File: config.mk
export PLATFORM = sky130hd
export DESIGN_NAME = wto_interp
export DESIGN_NICKNAME = d
export VERILOG_FILES = /design/src/wto_pkg.sv /design/src/wto_interp.sv
export VERILOG_INCLUDE_DIRS = /design/src /design/src/src
export SDC_FILE = /design/constraint.sdc
export NUM_CORES = 1
export LEC_CHECK = 0
export ABC_AREA = 1
export BUFFER_PORTS_ARGS = -buffer_cell sky130_fd_sc_hd__buf_2
export CAP_MARGIN = 20
export CORE_MARGIN = 10
export CORE_UTILIZATION = 40
export DETAILED_ROUTE_END_ITERATION = 8
export GPL_TIMING_DRIVEN = 0
export PLACE_DENSITY = 0.53
export SLEW_MARGIN = 20
export SYNTH_ARGS = -nofsm -noshare
export SYNTH_HDL_FRONTEND = slang
export SYNTH_SLANG_ARGS = --single-unit
File: constraint.sdc
create_clock -name clock -period 10.9 [get_ports clock]
set_clock_uncertainty 0.05 [all_clocks]
set_input_delay 1.635 -clock clock [delete_from_list [all_inputs] [get_ports clock]]
set_output_delay 1.635 -clock clock [all_outputs]
set_load 0.03 [all_outputs]
File: src/assert_macros.svh
// Assertion macros shared by the wavetable oscillator RTL.
`ifndef ASSERT_MACROS_SVH
`define ASSERT_MACROS_SVH

// Condition that must hold at every clock edge out of reset.
`define WTO_ASSERT(label, cond, msg) \
   label: assert property (@(posedge clock) disable iff (reset) (cond)) else $error(msg);

// Consequent must hold in the cycle after the antecedent.
`define WTO_ASSERT_NEXT(label, ante, cons, msg) \
   label: assert property (@(posedge clock) disable iff (reset) (ante) |=> (cons)) \
      else $error(msg);

`endif

File: src/wto_pkg.sv
// Shared constants, codes and types of the wavetable oscillator.
package wto_pkg;

   localparam int TABLE_DEPTH     = 16384;
   localparam int TBL_AW          = $clog2(TABLE_DEPTH);
   localparam int BLOCK_SAMPLES   = 128;
   localparam int BLK_W           = (BLOCK_SAMPLES > 1) ? $clog2(BLOCK_SAMPLES) : 1;
   localparam logic [BLK_W-1:0] BLK_LAST = BLK_W'(BLOCK_SAMPLES - 1);
   localparam int LOOKAHEAD_TICKS = 128;

   localparam int SAMPLE_W        = 16;
   localparam int ADDR_IN_W       = 14;
   localparam int MODE_W          = 2;
   localparam int PITCH_W         = 24;
   localparam int PITCH_FRAC_W    = 16;
   localparam int PITCH_INT_W     = PITCH_W - PITCH_FRAC_W;
   localparam int PHASE_W         = 11;
   localparam int WIN_SIZE_W      = 12;
   localparam int WIN_INDEX_W     = 9;
   localparam int TBL_LEN_W       = 15;
   localparam int GLIDE_STEPS_W   = 16;
   localparam int GLIDE_CNT_W     = GLIDE_STEPS_W + 1;
   localparam int BASE_W          = WIN_SIZE_W + WIN_INDEX_W;
   localparam logic [WIN_SIZE_W-1:0] WIN_SIZE_MAX = WIN_SIZE_W'(2048);

   // Interpolation weight keeps the top 14 fraction bits.
   localparam int INTERP_SHIFT    = 14;
   localparam int FRAC_DROP       = PITCH_FRAC_W - INTERP_SHIFT;
   localparam int PROD_W          = INTERP_SHIFT + 1 + SAMPLE_W + 1;

   // Look-ahead check scaled down by the tick count (exact, both sides divide).
   localparam int LA_SHIFT        = PITCH_FRAC_W - $clog2(LOOKAHEAD_TICKS);
   localparam int AHEAD_W         = BASE_W + LA_SHIFT;

   localparam int CSR_AW          = 3;
   localparam int CSR_DW          = 24;

   typedef enum logic [MODE_W-1:0] {
      MODE_WRITE = 2'd0,
      MODE_START = 2'd1,
      MODE_TICK  = 2'd2
   } mode_type;

   typedef enum logic [CSR_AW-1:0] {
      CSR_WIN_SIZE    = 3'd0,
      CSR_WIN_INDEX   = 3'd1,
      CSR_TBL_LEN     = 3'd2,
      CSR_GLIDE_STEPS = 3'd3,
      CSR_GLIDE_STEP  = 3'd4
   } csr_index_type;

   // Tick issued to the interpolation pipe, aligned with the table read.
   typedef struct packed {
      logic                    valid;
      logic                    interp;
      logic [INTERP_SHIFT-1:0] frac;
   } tick_type;

endpackage

File: src/wto_interp.sv
// Interpolation pipe: difference and multiply, scale and add, output register.
module wto_interp import wto_pkg::*; (
   input  logic                       clock,
   input  logic                       reset,
   input  tick_type                   tick,
   input  logic signed [SAMPLE_W-1:0] rd_cur,
   input  logic signed [SAMPLE_W-1:0] rd_nxt,
   output logic                       s1_load,
   output logic                       rsp_valid,
   input  logic                       rsp_ready,
   output logic signed [SAMPLE_W-1:0] rsp_sample
);

`include "assert_macros.svh"

   logic                       s1_v_ff;
   logic                       s1_interp_ff;
   logic [INTERP_SHIFT-1:0]    s1_frac_ff;
   logic                       s2_v_ff;
   logic                       s2_interp_ff;
   logic signed [SAMPLE_W-1:0] s2_cur_ff;
   logic signed [PROD_W-1:0]   s2_prod_ff;
   logic                       out_v_ff;
   logic signed [SAMPLE_W-1:0] out_sample_ff;

   logic                       o_adv, s2_load;
   logic signed [SAMPLE_W:0]   diff;
   logic signed [PROD_W-1:0]   prod;
   logic signed [PROD_W-1:0]   term_w;
   logic signed [SAMPLE_W-1:0] res;

   // Each stage moves when the one after it is empty or draining.
   assign o_adv   = !out_v_ff || rsp_ready;
   assign s2_load = !s2_v_ff || o_adv;
   assign s1_load = !s1_v_ff || s2_load;

   always_comb begin
      diff   = $signed({rd_nxt[SAMPLE_W-1], rd_nxt}) - $signed({rd_cur[SAMPLE_W-1], rd_cur});
      // Both operands at full product width; weight is non-negative.
      prod   = $signed({{(PROD_W-INTERP_SHIFT){1'b0}}, s1_frac_ff}) * PROD_W'(diff);
      // Arithmetic shift floors, i.e. rounds toward minus infinity.
      term_w = s2_interp_ff ? (s2_prod_ff >>> INTERP_SHIFT) : '0;
      res    = s2_cur_ff + term_w[SAMPLE_W-1:0];
   end

   always_ff @(posedge clock) begin
      if (reset) begin
         s1_v_ff  <= 1'b0;
         s2_v_ff  <= 1'b0;
         out_v_ff <= 1'b0;
      end else begin
         if (s1_load) begin
            s1_v_ff <= tick.valid;
         end
         if (s2_load) begin
            s2_v_ff <= s1_v_ff;
         end
         if (o_adv) begin
            out_v_ff <= s2_v_ff;
         end
      end
   end

   always_ff @(posedge clock) begin
      if (s1_load) begin
         s1_interp_ff <= tick.interp;
         s1_frac_ff   <= tick.frac;
      end
      if (s2_load) begin
         s2_interp_ff <= s1_interp_ff;
         s2_cur_ff    <= rd_cur;
         s2_prod_ff   <= prod;
      end
      if (o_adv) begin
         out_sample_ff <= res;
      end
   end

   assign rsp_valid  = out_v_ff;
   assign rsp_sample = out_sample_ff;

   `WTO_ASSERT_NEXT(a_s1_holds, s1_v_ff && !s2_load, s1_v_ff && $stable(s1_frac_ff), "stalled tick lost its slot")
   `WTO_ASSERT_NEXT(a_plain_sample, s2_v_ff && o_adv && !s2_interp_ff, rsp_sample == $past(s2_cur_ff), "non-interpolated sample altered")

endmodule

==> impl_results.md <==
* Status: finished, final reports clean
* Crit path DAT at 8.75 ns
* DIE WIDTH at 196 microns
* Clk root buf: clkbuf_16
* RSZ-0062 raised after global routing: no
* Clk sinks at 67
* Initial detailed-routing violation count at 613
* CP Capture Type: register
* Worst path slowest cell: fa_1
* EDFF count, synth at 64
* Fmax at 115 MHz
* Initial antenna violation count at 0
* Final min period at 8.69 ns
* Number of buffers added on ports at 68
* Clock transition at the registers of the reported paths at 0.06 ns
* Vias in the first global route at 9857
* Most used cell, CP: fa_1
* Worst setup margin at 2.21 ns
* Req. time, crit path at 10.96 ns
* Yosys cell types at 45
* IO Pins at 69
* Family with the most delay on the worst path: adder cells
* CP max stage delay at 0.70 ns
* CTS Buf Count at 9
* DRT antenna net count at 0
* TritonCTS clock tree: built
* Die area at 0.0386 sq mm
* Synth async-reset ratio at 0
* Largest net degree at the start of global routing at 35
* Via count at 9638
* Syn Nets at 1854
* Max Cap Viol at 0
* DR vias/cell at 4.91
* Setup crit start kind: input pin
* Post-Syn Instances at 1481
* Tot GR Track Use at 0.184
* Seq cells post-synth at 67
* First-pass DRT Iterations at 5
* Dominant cell type by area after synthesis: fa_1
* Layout cells sized above 1 at 0.0843
* Initial Util at 0.406
* Antenna diode count at 0
* DP Wirelength at 29800 microns
* Clock Tree Buf Depth at 2
* Avg Cell Area, Syn at 8.41 sq um
* Post-synth top area share at 0.350
* Resized Gates After CTS at 0
* Row count at 64
* Routability cong. at 0.901
* Seq/Total Area, Yosys at 0.159
* Commonest cells after routing, fill and taps aside: inv_1, nand2_1, fa_1
* Layout net count at 1934
* Final-report max-slew violation count at 0
* Worst slew pin tran at 0.887 ns
* Post-Place Setup Slack at 1.86 ns
* Synth area leaders: fa_1, edfxtp_1, inv_1
* Final Hold Viols at 0
* Clk_lat worst skew at 0.37 ns
* Grt total ovfl at 0
* Core Area at 0.0307 sq mm
* DRC errors left at 0
* CTS Hold Buffers Added at 0
* Layout area overhead at 9.35%
* Critical-path maximum fanout at 10
* Total Routed Length at 34500 microns
* Final setup fails at 0
* CTS HTree Levels at 3
* First-pass GRT wire length at 55100 microns
* Synth warnings at 0
* DR WL/cell at 17.6 microns
* Rel. slew slack at 0.407
* Cell Area, Synth at 0.0125 sq mm
* Buffers & Inverters on Critical Path at 6
* Post-layout util at 0.444
* Crit share post-route at 0.798
* Top FF cell, synth: edfxtp_1
* Commonest non-fill, non-tap cell in the layout: inv_1
* Layout fillers at 3121
* Die H at 196 microns
* Worst min path class: register to register
* Setup TNS at 0 ns
* Post-CTS setup buffer count at 0
* Crit Path Category: input pin to register
==> through the flow <==
step / std cells / hold slack [ns] / instance area, sq um
detailed placement: 1945 / 0.372 / 13300
global route: 1962 / 0.411 / 13600
finish: 1962 / 0.391 / 13600
floorplan: 1481 / 0.350 / 12500
CTS: 1961 / 0.394 / 13600
global placement: 1945 / 0.392 / 13300
==> cells in the mapped netlist, types with 6 or more instances <==
library cell / count
nand2_1: 251
nand3_1: 57
or2_2: 6
nor2_2: 9
a21oi_1: 54
nand4_1: 6
inv_1: 359
nor3_1: 8
a31oi_1: 8
xnor2_1: 15
nand2_2: 9
o21ai_0: 18
a21o_1: 8
edfxtp_1: 64
buf_2: 6
clkbuf_1: 19
nor2_1: 185
xor2_1: 21
fa_1: 218
ha_1: 104
o21bai_1: 10
==> tightest hold or removal path, delay by kind of cell, from the launching register on <==
family | cells | cell delay, ns
AOI/OAI and AO/OA | 1 | 0.06
buffers and inverters | 1 | 0.06
DFF | 1 | 0.29
==> layout make-up <==
type / instances / area (sq um) / area share
clock inverter: 6 / 88.8 / 0.00652
buffer: 27 / 113 / 0.00827
sequential: 67 / 1980 / 0.146
tap: 396 / 495 / 0.0364
clock buffer: 10 / 229 / 0.0168
multi-input combinational: 1021 / 8980 / 0.660
timing repair buffer: 69 / 352 / 0.0258
inverter: 366 / 1380 / 0.101
==> final timing paths <==
| kind | from | end | slack [ns] | cells after the start |
|---|---|---|---|---|
| worst max register to register | s1_frac_ff[9] | s2_prod_ff[29] | 4.09 | 23 |
| worst min-delay path | s2_v_ff | rsp_valid | 0.39 | 2 |
| worst max-delay path | rd_nxt[0] | s2_prod_ff[28] | 2.21 | 31 |
| worst min register to register | s2_v_ff | rsp_valid | 0.39 | 2 |
==> routing by layer <==
layer | track usage | routed length, microns | vias to the layer above
met4 | 0.0373 | 370 | 0
met1 | 0.246 | 15500 | 4757
li1 | - | - | 4628
met2 | 0.307 | 16800 | 235
met5 | 0 | 0 | -
met3 | 0.0314 | 1770 | 18
==> flip-flops by register name (all words and copies together) (netlist names) <==
| signal | flops |
|---|---|
| s2_prod_ff | 16 |
| rsp_valid | 1 |
| s1_v_ff | 1 |
| s2_cur_ff | 16 |
| s2_interp_ff | 1 |
| s1_interp_ff | 1 |
| rsp_sample | 16 |
| s1_frac_ff | 14 |
| s2_v_ff | 1 |
==> kinds of logic after synthesis <==
group                    count (synthesis)  synth area share
AND/OR/NAND/NOR                        544             0.182
buffers and inverters                  393             0.120
adder cells (fa/ha/maj)                322             0.455
AO/OA/AOI/OAI                          117            0.0562
flip-flops                              67             0.159
XOR/XNOR                                38            0.0288
Power is left out: the tool's default activity adds up to more than one toggle a clock period on the data nets, which glitch-free logic cannot reach.
