--- config.mk ---
export PLATFORM = sky130hd
export DESIGN_NAME = wto_tick_ctrl
export DESIGN_NICKNAME = d
export VERILOG_FILES = /design/src/wto_pkg.sv /design/src/wto_tick_ctrl.sv
export VERILOG_INCLUDE_DIRS = /design/src /design/src/src
export SDC_FILE = /design/constraint.sdc
export NUM_CORES = 1
export LEC_CHECK = 0
export ABC_AREA = 0
export BUFFER_PORTS_ARGS = -buffer_cell sky130_fd_sc_hd__buf_4
export CAP_MARGIN = 20
export CORE_ASPECT_RATIO = 1.2
export CORE_MARGIN = 8
export CORE_UTILIZATION = 32
export DETAILED_ROUTE_END_ITERATION = 8
export SETUP_SLACK_MARGIN = 0.4
export SYNTH_ARGS = -nofsm -noshare
export SYNTH_HDL_FRONTEND = slang
export SYNTH_SLANG_ARGS = --single-unit
--- constraint.sdc ---
create_clock -name clock -period 21.7 [get_ports clock]
set_clock_uncertainty 0.15 [all_clocks]
set_input_delay 2.17 -clock clock [delete_from_list [all_inputs] [get_ports clock]]
set_output_delay 2.17 -clock clock [all_outputs]
set_load 0.01 [all_outputs]
--- src/assert_macros.svh ---
// Assertion macros shared by the wavetable oscillator RTL.
`ifndef ASSERT_MACROS_SVH
`define ASSERT_MACROS_SVH

// Condition that must hold at every clock edge out of reset.
`define WTO_ASSERT(label, cond, msg) \
   label: assert property (@(posedge clock) disable iff (reset) (cond)) else $error(msg);

// Consequent must hold in the cycle after the antecedent.
`define WTO_ASSERT_NEXT(label, ante, cons, msg) \
   label: assert property (@(posedge clock) disable iff (reset) (ante) |=> (cons)) \
      else $error(msg);

`endif

--- src/wto_pkg.sv ---
// Shared constants, codes and types of the wavetable oscillator.
package wto_pkg;

   localparam int TABLE_DEPTH     = 16384;
   localparam int TBL_AW          = $clog2(TABLE_DEPTH);
   localparam int BLOCK_SAMPLES   = 128;
   localparam int BLK_W           = (BLOCK_SAMPLES > 1) ? $clog2(BLOCK_SAMPLES) : 1;
   localparam logic [BLK_W-1:0] BLK_LAST = BLK_W'(BLOCK_SAMPLES - 1);
   localparam int LOOKAHEAD_TICKS = 128;

   localparam int SAMPLE_W        = 16;
   localparam int ADDR_IN_W       = 14;
   localparam int MODE_W          = 2;
   localparam int PITCH_W         = 24;
   localparam int PITCH_FRAC_W    = 16;
   localparam int PITCH_INT_W     = PITCH_W - PITCH_FRAC_W;
   localparam int PHASE_W         = 11;
   localparam int WIN_SIZE_W      = 12;
   localparam int WIN_INDEX_W     = 9;
   localparam int TBL_LEN_W       = 15;
   localparam int GLIDE_STEPS_W   = 16;
   localparam int GLIDE_CNT_W     = GLIDE_STEPS_W + 1;
   localparam int BASE_W          = WIN_SIZE_W + WIN_INDEX_W;
   localparam logic [WIN_SIZE_W-1:0] WIN_SIZE_MAX = WIN_SIZE_W'(2048);

   // Interpolation weight keeps the top 14 fraction bits.
   localparam int INTERP_SHIFT    = 14;
   localparam int FRAC_DROP       = PITCH_FRAC_W - INTERP_SHIFT;
   localparam int PROD_W          = INTERP_SHIFT + 1 + SAMPLE_W + 1;

   // Look-ahead check scaled down by the tick count (exact, both sides divide).
   localparam int LA_SHIFT        = PITCH_FRAC_W - $clog2(LOOKAHEAD_TICKS);
   localparam int AHEAD_W         = BASE_W + LA_SHIFT;

   localparam int CSR_AW          = 3;
   localparam int CSR_DW          = 24;

   typedef enum logic [MODE_W-1:0] {
      MODE_WRITE = 2'd0,
      MODE_START = 2'd1,
      MODE_TICK  = 2'd2
   } mode_type;

   typedef enum logic [CSR_AW-1:0] {
      CSR_WIN_SIZE    = 3'd0,
      CSR_WIN_INDEX   = 3'd1,
      CSR_TBL_LEN     = 3'd2,
      CSR_GLIDE_STEPS = 3'd3,
      CSR_GLIDE_STEP  = 3'd4
   } csr_index_type;

   // Tick issued to the interpolation pipe, aligned with the table read.
   typedef struct packed {
      logic                    valid;
      logic                    interp;
      logic [INTERP_SHIFT-1:0] frac;
   } tick_type;

endpackage

--- src/wto_tick_ctrl.sv ---
// Config registers, pitch/glide/phase state and table address generation.
module wto_tick_ctrl import wto_pkg::*; (
   input  logic                clock,
   input  logic                reset,
   input  logic                csr_we,
   input  logic [CSR_AW-1:0]   csr_index,
   input  logic [CSR_DW-1:0]   csr_wdata,
   input  logic                acc,
   input  logic [MODE_W-1:0]   mode,
   input  logic [PITCH_W-1:0]  start_pitch,
   output logic [TBL_AW-1:0]   rd_addr_cur,
   output logic [TBL_AW-1:0]   rd_addr_nxt,
   output tick_type            tick
);

`include "assert_macros.svh"

   logic [WIN_SIZE_W-1:0]    win_size_ff, win_size_in;
   logic [WIN_INDEX_W-1:0]   win_index_ff, win_index_in;
   logic [TBL_LEN_W-1:0]     tbl_len_ff, tbl_len_in;
   logic [GLIDE_STEPS_W-1:0] glide_steps_ff, glide_steps_in;
   logic [PITCH_W-1:0]       glide_step_ff, glide_step_in;
   logic [BASE_W-1:0]        base_ff, base_in;

   logic [PHASE_W-1:0]       phase_whole_ff, phase_whole_in;
   logic [PITCH_FRAC_W-1:0]  phase_frac_ff, phase_frac_in;
   logic [PITCH_W-1:0]       pitch_ff, pitch_in;
   logic [GLIDE_CNT_W-1:0]   glide_cnt_ff, glide_cnt_in;
   logic                     playing_ff, playing_in;
   logic                     interp_ff, interp_in;
   logic [BLK_W-1:0]         blk_pos_ff, blk_pos_in;

   logic [WIN_SIZE_W-1:0]    ws_eff, ws_new_eff;
   logic [BASE_W-1:0]        pos_cur, pos_nxt;
   logic [WIN_SIZE_W-1:0]    whole_nxt;
   logic [AHEAD_W-1:0]       ahead, room;
   logic                     la_ok, interp_now;
   logic                     glide_act;
   logic signed [PITCH_W+1:0] pitch_sum;
   logic [PITCH_W-1:0]       pitch_gl, pitch_use;
   logic [PITCH_FRAC_W:0]    frac_sum;
   logic [WIN_SIZE_W-1:0]    whole_sum;
   logic                     tick_go;

   // Register writes
   always_comb begin
      win_size_in    = win_size_ff;
      win_index_in   = win_index_ff;
      tbl_len_in     = tbl_len_ff;
      glide_steps_in = glide_steps_ff;
      glide_step_in  = glide_step_ff;
      if (csr_we) begin
         unique case (csr_index)
            CSR_WIN_SIZE:    win_size_in    = csr_wdata[WIN_SIZE_W-1:0];
            CSR_WIN_INDEX:   win_index_in   = csr_wdata[WIN_INDEX_W-1:0];
            CSR_TBL_LEN:     tbl_len_in     = csr_wdata[TBL_LEN_W-1:0];
            CSR_GLIDE_STEPS: glide_steps_in = csr_wdata[GLIDE_STEPS_W-1:0];
            CSR_GLIDE_STEP:  glide_step_in  = csr_wdata[PITCH_W-1:0];
            default: begin
            end
         endcase
      end
      ws_new_eff = (win_size_in > WIN_SIZE_MAX) ? WIN_SIZE_MAX : win_size_in;
      // Window base follows the registers in the same cycle as the write.
      base_in    = BASE_W'(ws_new_eff) * BASE_W'(win_index_in);
   end

   // Addresses and block-start look-ahead
   always_comb begin
      ws_eff     = (win_size_ff > WIN_SIZE_MAX) ? WIN_SIZE_MAX : win_size_ff;
      pos_cur    = base_ff + BASE_W'(phase_whole_ff);
      whole_nxt  = WIN_SIZE_W'(phase_whole_ff) + WIN_SIZE_W'(1);
      if (whole_nxt >= ws_eff) begin
         whole_nxt = '0;
      end
      pos_nxt    = base_ff + BASE_W'(whole_nxt);
      ahead      = {pos_cur, {LA_SHIFT{1'b0}}} + AHEAD_W'(pitch_ff[PITCH_FRAC_W-1:0]);
      room       = AHEAD_W'({tbl_len_ff, {LA_SHIFT{1'b0}}});
      la_ok      = (pitch_ff[PITCH_W-1:PITCH_FRAC_W] == '0) && (ahead < room);
      interp_now = (blk_pos_ff == '0) ? la_ok : interp_ff;
   end

   // Glide with saturation, then phase advance
   always_comb begin
      glide_act = (glide_steps_ff != '0) && (glide_cnt_ff <= GLIDE_CNT_W'(glide_steps_ff));
      pitch_sum = $signed({2'b00, pitch_ff})
                + $signed({{2{glide_step_ff[PITCH_W-1]}}, glide_step_ff});
      if (pitch_sum[PITCH_W+1]) begin
         pitch_gl = '0;
      end else if (pitch_sum[PITCH_W]) begin
         pitch_gl = '1;
      end else begin
         pitch_gl = pitch_sum[PITCH_W-1:0];
      end
      pitch_use = glide_act ? pitch_gl : pitch_ff;
      frac_sum  = {1'b0, phase_frac_ff} + {1'b0, pitch_use[PITCH_FRAC_W-1:0]};
      whole_sum = WIN_SIZE_W'(phase_whole_ff) + WIN_SIZE_W'(pitch_use[PITCH_W-1:PITCH_FRAC_W])
                + WIN_SIZE_W'(frac_sum[PITCH_FRAC_W]);
   end

   // Item decode and next state
   always_comb begin
      phase_whole_in = phase_whole_ff;
      phase_frac_in  = phase_frac_ff;
      pitch_in       = pitch_ff;
      glide_cnt_in   = glide_cnt_ff;
      playing_in     = playing_ff;
      interp_in      = interp_ff;
      blk_pos_in     = blk_pos_ff;
      tick_go        = 1'b0;
      if (acc) begin
         unique case (mode)
            MODE_START: begin
               pitch_in       = start_pitch;
               phase_whole_in = '0;
               phase_frac_in  = '0;
               glide_cnt_in   = '0;
               playing_in     = 1'b1;
               blk_pos_in     = '0;
            end
            MODE_TICK: begin
               if (playing_ff) begin
                  tick_go   = 1'b1;
                  interp_in = interp_now;
                  if (glide_act) begin
                     pitch_in     = pitch_gl;
                     glide_cnt_in = glide_cnt_ff + GLIDE_CNT_W'(1);
                  end
                  phase_frac_in  = frac_sum[PITCH_FRAC_W-1:0];
                  phase_whole_in = (whole_sum >= ws_eff) ? '0 : whole_sum[PHASE_W-1:0];
                  blk_pos_in     = (blk_pos_ff == BLK_LAST) ? '0 : blk_pos_ff + BLK_W'(1);
               end
            end
            default: begin
            end
         endcase
      end
   end

   always_ff @(posedge clock) begin
      if (reset) begin
         win_size_ff    <= WIN_SIZE_W'(256);
         win_index_ff   <= '0;
         tbl_len_ff     <= TBL_LEN_W'(16384);
         glide_steps_ff <= '0;
         glide_step_ff  <= '0;
         base_ff        <= '0;
         phase_whole_ff <= '0;
         phase_frac_ff  <= '0;
         pitch_ff       <= '0;
         glide_cnt_ff   <= '0;
         playing_ff     <= 1'b0;
         interp_ff      <= 1'b0;
         blk_pos_ff     <= '0;
      end else begin
         win_size_ff    <= win_size_in;
         win_index_ff   <= win_index_in;
         tbl_len_ff     <= tbl_len_in;
         glide_steps_ff <= glide_steps_in;
         glide_step_ff  <= glide_step_in;
         base_ff        <= base_in;
         phase_whole_ff <= phase_whole_in;
         phase_frac_ff  <= phase_frac_in;
         pitch_ff       <= pitch_in;
         glide_cnt_ff   <= glide_cnt_in;
         playing_ff     <= playing_in;
         interp_ff      <= interp_in;
         blk_pos_ff     <= blk_pos_in;
      end
   end

   assign rd_addr_cur = pos_cur[TBL_AW-1:0];
   assign rd_addr_nxt = pos_nxt[TBL_AW-1:0];

   assign tick.valid  = tick_go;
   assign tick.interp = interp_now;
   assign tick.frac   = phase_frac_ff[PITCH_FRAC_W-1:FRAC_DROP];

   `WTO_ASSERT_NEXT(a_start_clears, acc && (mode == MODE_START), (phase_whole_ff == '0) && (phase_frac_ff == '0) && (blk_pos_ff == '0) && playing_ff, "start left phase or block position set")
   `WTO_ASSERT_NEXT(a_phase_in_window, tick_go, (WIN_SIZE_W'(phase_whole_ff) < $past(ws_eff)) || (phase_whole_ff == '0), "phase left outside the window")

endmodule

==> metrics.yaml <==
timing:
  setup_ws_ns: 11.84
  fin_crit_ns: 9.857
  tns_ns: 0
  hold_viol: 0
  max_freq_mhz: 101.5
  setup_viol_count_final: 0
  slew-limit-headroom_pct: 35.93
  final.period_utilization_pct: 45.42
  worstMarginPinSlew_ns: 0.9611
  drv_slew: 0
  rsz0062_at_grt: "false"
  hold_ws_ns: 0.3074
synth:
  synth_top_cell_area_share_pct: 22.55
  synth-simple-area-share_pct: 21.06
  yosys_register_bits: 174
  synthArstFlopShare_pct: 0
  synth-edff-count: 0
  synthAdderAreaFrac_pct: 24.44
  synth.mux.area_fraction_pct: 1.871
  syn_inst: 1953
  synth.area.top_cells: "dfxtp_1, ha_1, fa_1"
  seq_area_frac_synth_pct: 22.55
  avgSynthCellArea_sq_um: 7.911
  synth_area_leader_cell: "dfxtp_1"
  ys_types: 75
  ys_warn_count: 0
  synth_nets: 2265
  synth_compound_area_share_pct: 17.57
  synth_ff_type: "dfxtp_1"
  syn_area_sq_mm: 0.01545
  synth_top_family_by_area: "adder cells"
  synth_xor_xnor_area_share_pct: 6.179
global_route:
  grt_start_max_net_pins: 84
  grt_usage_pct: 17.02
  grt_pass1_wl_mm: 76.13
  grt_pass1_vias: 13690
  antenna_found_initial: 4
  grt_overflow: 0
layout:
  multi_input_area_sq_mm: 0.01100
  final_area_sq_mm: 0.01736
  seqCellArea_sq_mm: 0.003483
  areaGrowthSynthToFinish_pct: 12.37
  layout.nets: 2313
  drive_gt1_share_pct: 9.037
  n_fill_cell: 4955
  utilization_pct: 36.25
clock_tree:
  cts_hold_buf: 0
  cts_root_buf: "clkbuf_16"
  clk_pin_slew_worst_paths_ns: 0.07
  ctsResizeCount: 0
  cts.sinks: 174
  clk_path_buf_depth: 2
  insertion_delay_ns: 0.45
  htreeDepth: 4
  cts_buffers: 17
  cts_setup_buffers: 0
  cts_tree: "built"
power_and_ir_drop:
  powerDensity_mw_per_mm2: 44.97
  p_seq_share_pct: 42.4
  p_leak_nw: 7.925
  max-vdd-ir-drop_mv: 0.05751
  switching_share_pct: 28.90
  power_frac_clock_pct: 41.6
  p_sw_mw: 0.2256
  combPwrFrac_pct: 16.0
  power.internal_mw: 0.5552
route:
  drc: 0
  routed_wl_mm: 47.75
  postRouteAntennaNets: 0
  first_pass_iters: 5
  num_vias: 13780
  wire_per_inst_um: 18.05
  viasPerCell: 5.209
  first_iter_violations: 840
die:
  dieWidth_um: 216.6
  dieArea_sq_mm: 0.05560
  core_sq_mm: 0.04790
  initial_core_util_pct: 32.26
  placementRows: 88
  ios: 101
  die_h_um: 256.7
place:
  globalplace.congestion: 0.9072
  dp_slack_ns: 11.90
  io_buffers: 100
  hpwl_mm: 38.29
  dpl_cell_area_sq_mm: 0.01670
setup_path:
  cpMostUsedCell: "o21ai_0"
  cp-start-kind: "register"
  end_kind: "register"
  cp_num_buf_inv: 0
  reg2reg_from: "pitch_ff[0]"
  arrival_ns: 10.07
  cp_top_family: "compound AO/OA/AOI/OAI gates"
  crit_path_top_delay_cell: "a21oi_1"
  critPathLaunch: "pitch_ff[0]"
  crit_required_ns: 21.91
  regToRegSetupSlack_ns: 11.84
  path_class: "register to register"
  critPathMaxFanout: 13
  cp_slowest_stage_delay_ns: 0.70
min_path:
  hp-class: "register to register"
  hold_start: "tbl_len_ff[3]"
flow_run:
  cap_violations: 0
run_status:
  status: "complete, no violations"
## layer usage
| layer | global-route usage (%) | vias up | wire (um) | part of all wire (%) |
|---|---|---|---|---|
| met1 | 20.70 | 6563 | 20250 | 42 |
| met4 | 5.848 | 4 | 1294 | 2.7 |
| met2 | 29.78 | 359 | 23630 | 49 |
| met5 | 0 | - | 23 | 0.048 |
| li1 | - | 6785 | - | - |
| met3 | 2.980 | 73 | 2551 | 5.3 |
## state kept, by name, summed over array words and instances, names as in the netlist
signal / flops
interp_ff: 1
phase_frac_ff: 16
blk_pos_ff: 7
phase_whole_ff: 11
pitch_ff: 24
win_size_ff: 12
glide_cnt_ff: 17
tbl_len_ff: 15
base_ff: 21
win_index_ff: 9
glide_step_ff: 24
glide_steps_ff: 16
playing_ff: 1
## cells in the mapped netlist, types with 12 or more instances
| master | number |
|---|---|
| a21oi_1 | 149 |
| o21ai_0 | 49 |
| a31oi_1 | 21 |
| xor2_1 | 42 |
| nand2_1 | 273 |
| dfxtp_1 | 174 |
| o21ai_1 | 27 |
| nor3_1 | 42 |
| and4_1 | 15 |
| a21o_1 | 46 |
| a22oi_1 | 25 |
| or3_1 | 19 |
| clkbuf_1 | 61 |
| buf_4 | 16 |
| nand3_1 | 35 |
| nand2b_1 | 13 |
| nor2_1 | 216 |
| a211oi_1 | 12 |
| nand4_1 | 13 |
| mux2i_1 | 21 |
| nor2b_1 | 27 |
| nor4_1 | 15 |
| inv_1 | 154 |
| and3_1 | 19 |
| xnor2_1 | 67 |
| ha_1 | 177 |
| fa_1 | 78 |
## cell usage in the layout, fill, tap and decap left out, types with 6 or more instances in the layout
master     netlist  routed
a31oi_1         21      21
o21ai_2          7       7
nor3_1          42      42
nand3_1         35      35
ha_1           177     177
dfxtp_1        174     174
xnor2_1         67      67
o21a_1           9       9
mux2i_1         21      20
nand2b_1        13      13
fa_1            78      78
and4_1          15      15
and2_1          11      11
or2_2            9       9
a22oi_1         25      25
nor2_1         216     216
clkbuf_16        0      17
nor4_1          15      15
mux2_2           7       7
o21ai_1         27      26
a211oi_1        12      12
nand4_1         13      13
nand2_1        273     273
a21oi_1        149     149
inv_1          154     154
and3_1          19      19
xor2_1          42      42
a211o_1          6       6
o21ai_0         49      49
nor2b_1         27      27
o211ai_1         6       6
a21o_1          46      46
a21boi_0         8       8
buf_4           16     114
or3_1           19      19
o21bai_1        11      11
## final timing paths
check                                          to  cells after the start
worst max-delay path            phase_whole_ff[8]                     39
worst max register to register  phase_whole_ff[8]                     39
worst min register to register      tbl_len_ff[3]                      2
worst min-delay path                tbl_len_ff[3]                      2
## cell type report
class / count / area share, %
tap: 630 / 4.541
timing repair buffer: 116 / 5.153
clock buffer: 18 / 2.530
sequential: 174 / 20.06
inverter: 155 / 3.351
multi-input combinational: 1537 / 63.37
antenna: 2 / 0.02883
clock inverter: 14 / 0.9586
## power by group through the flow
| stage | Clock, mW | Combinational, mW | Sequential (mW) |
|---|---|---|---|
| floorplan | 0 | 0.0818 | 0.336 |
| global placement | 0 | 0.122 | 0.338 |
| detailed placement | 0 | 0.124 | 0.338 |
| CTS | 0.331 | 0.124 | 0.331 |
| global route | 0.346 | 0.137 | 0.332 |
| finish | 0.325 | 0.125 | 0.331 |
## cell families (layout without fill, tap and decap cells)
logic type,Yosys count,after routing
compound gates,424,424
other cells,0,2
buf+inv,242,303
mux,28,28
flops,174,174
fa+ha+maj,255,255
xor+xnor,109,109
simple gates,721,721
## per-stage QoR
stage / std cells / total power, mW
after floorplan: 1953 / 0.4174
after global placement: 2609 / 0.4606
after detailed placement: 2609 / 0.4620
after CTS: 2641 / 0.7866
after global routing: 2644 / 0.8142
final: 2646 / 0.7808
## worst reg2reg max path: cells and delay by family, from the launching register on
family	cells	cell delay, ns
simple gates	4	0.47
compound gates	27	6.58
flops	1	0.33
fa+ha+maj	7	2.04
xor+xnor	1	0.21
Note: power is estimated with default switching activity, not from simulation.
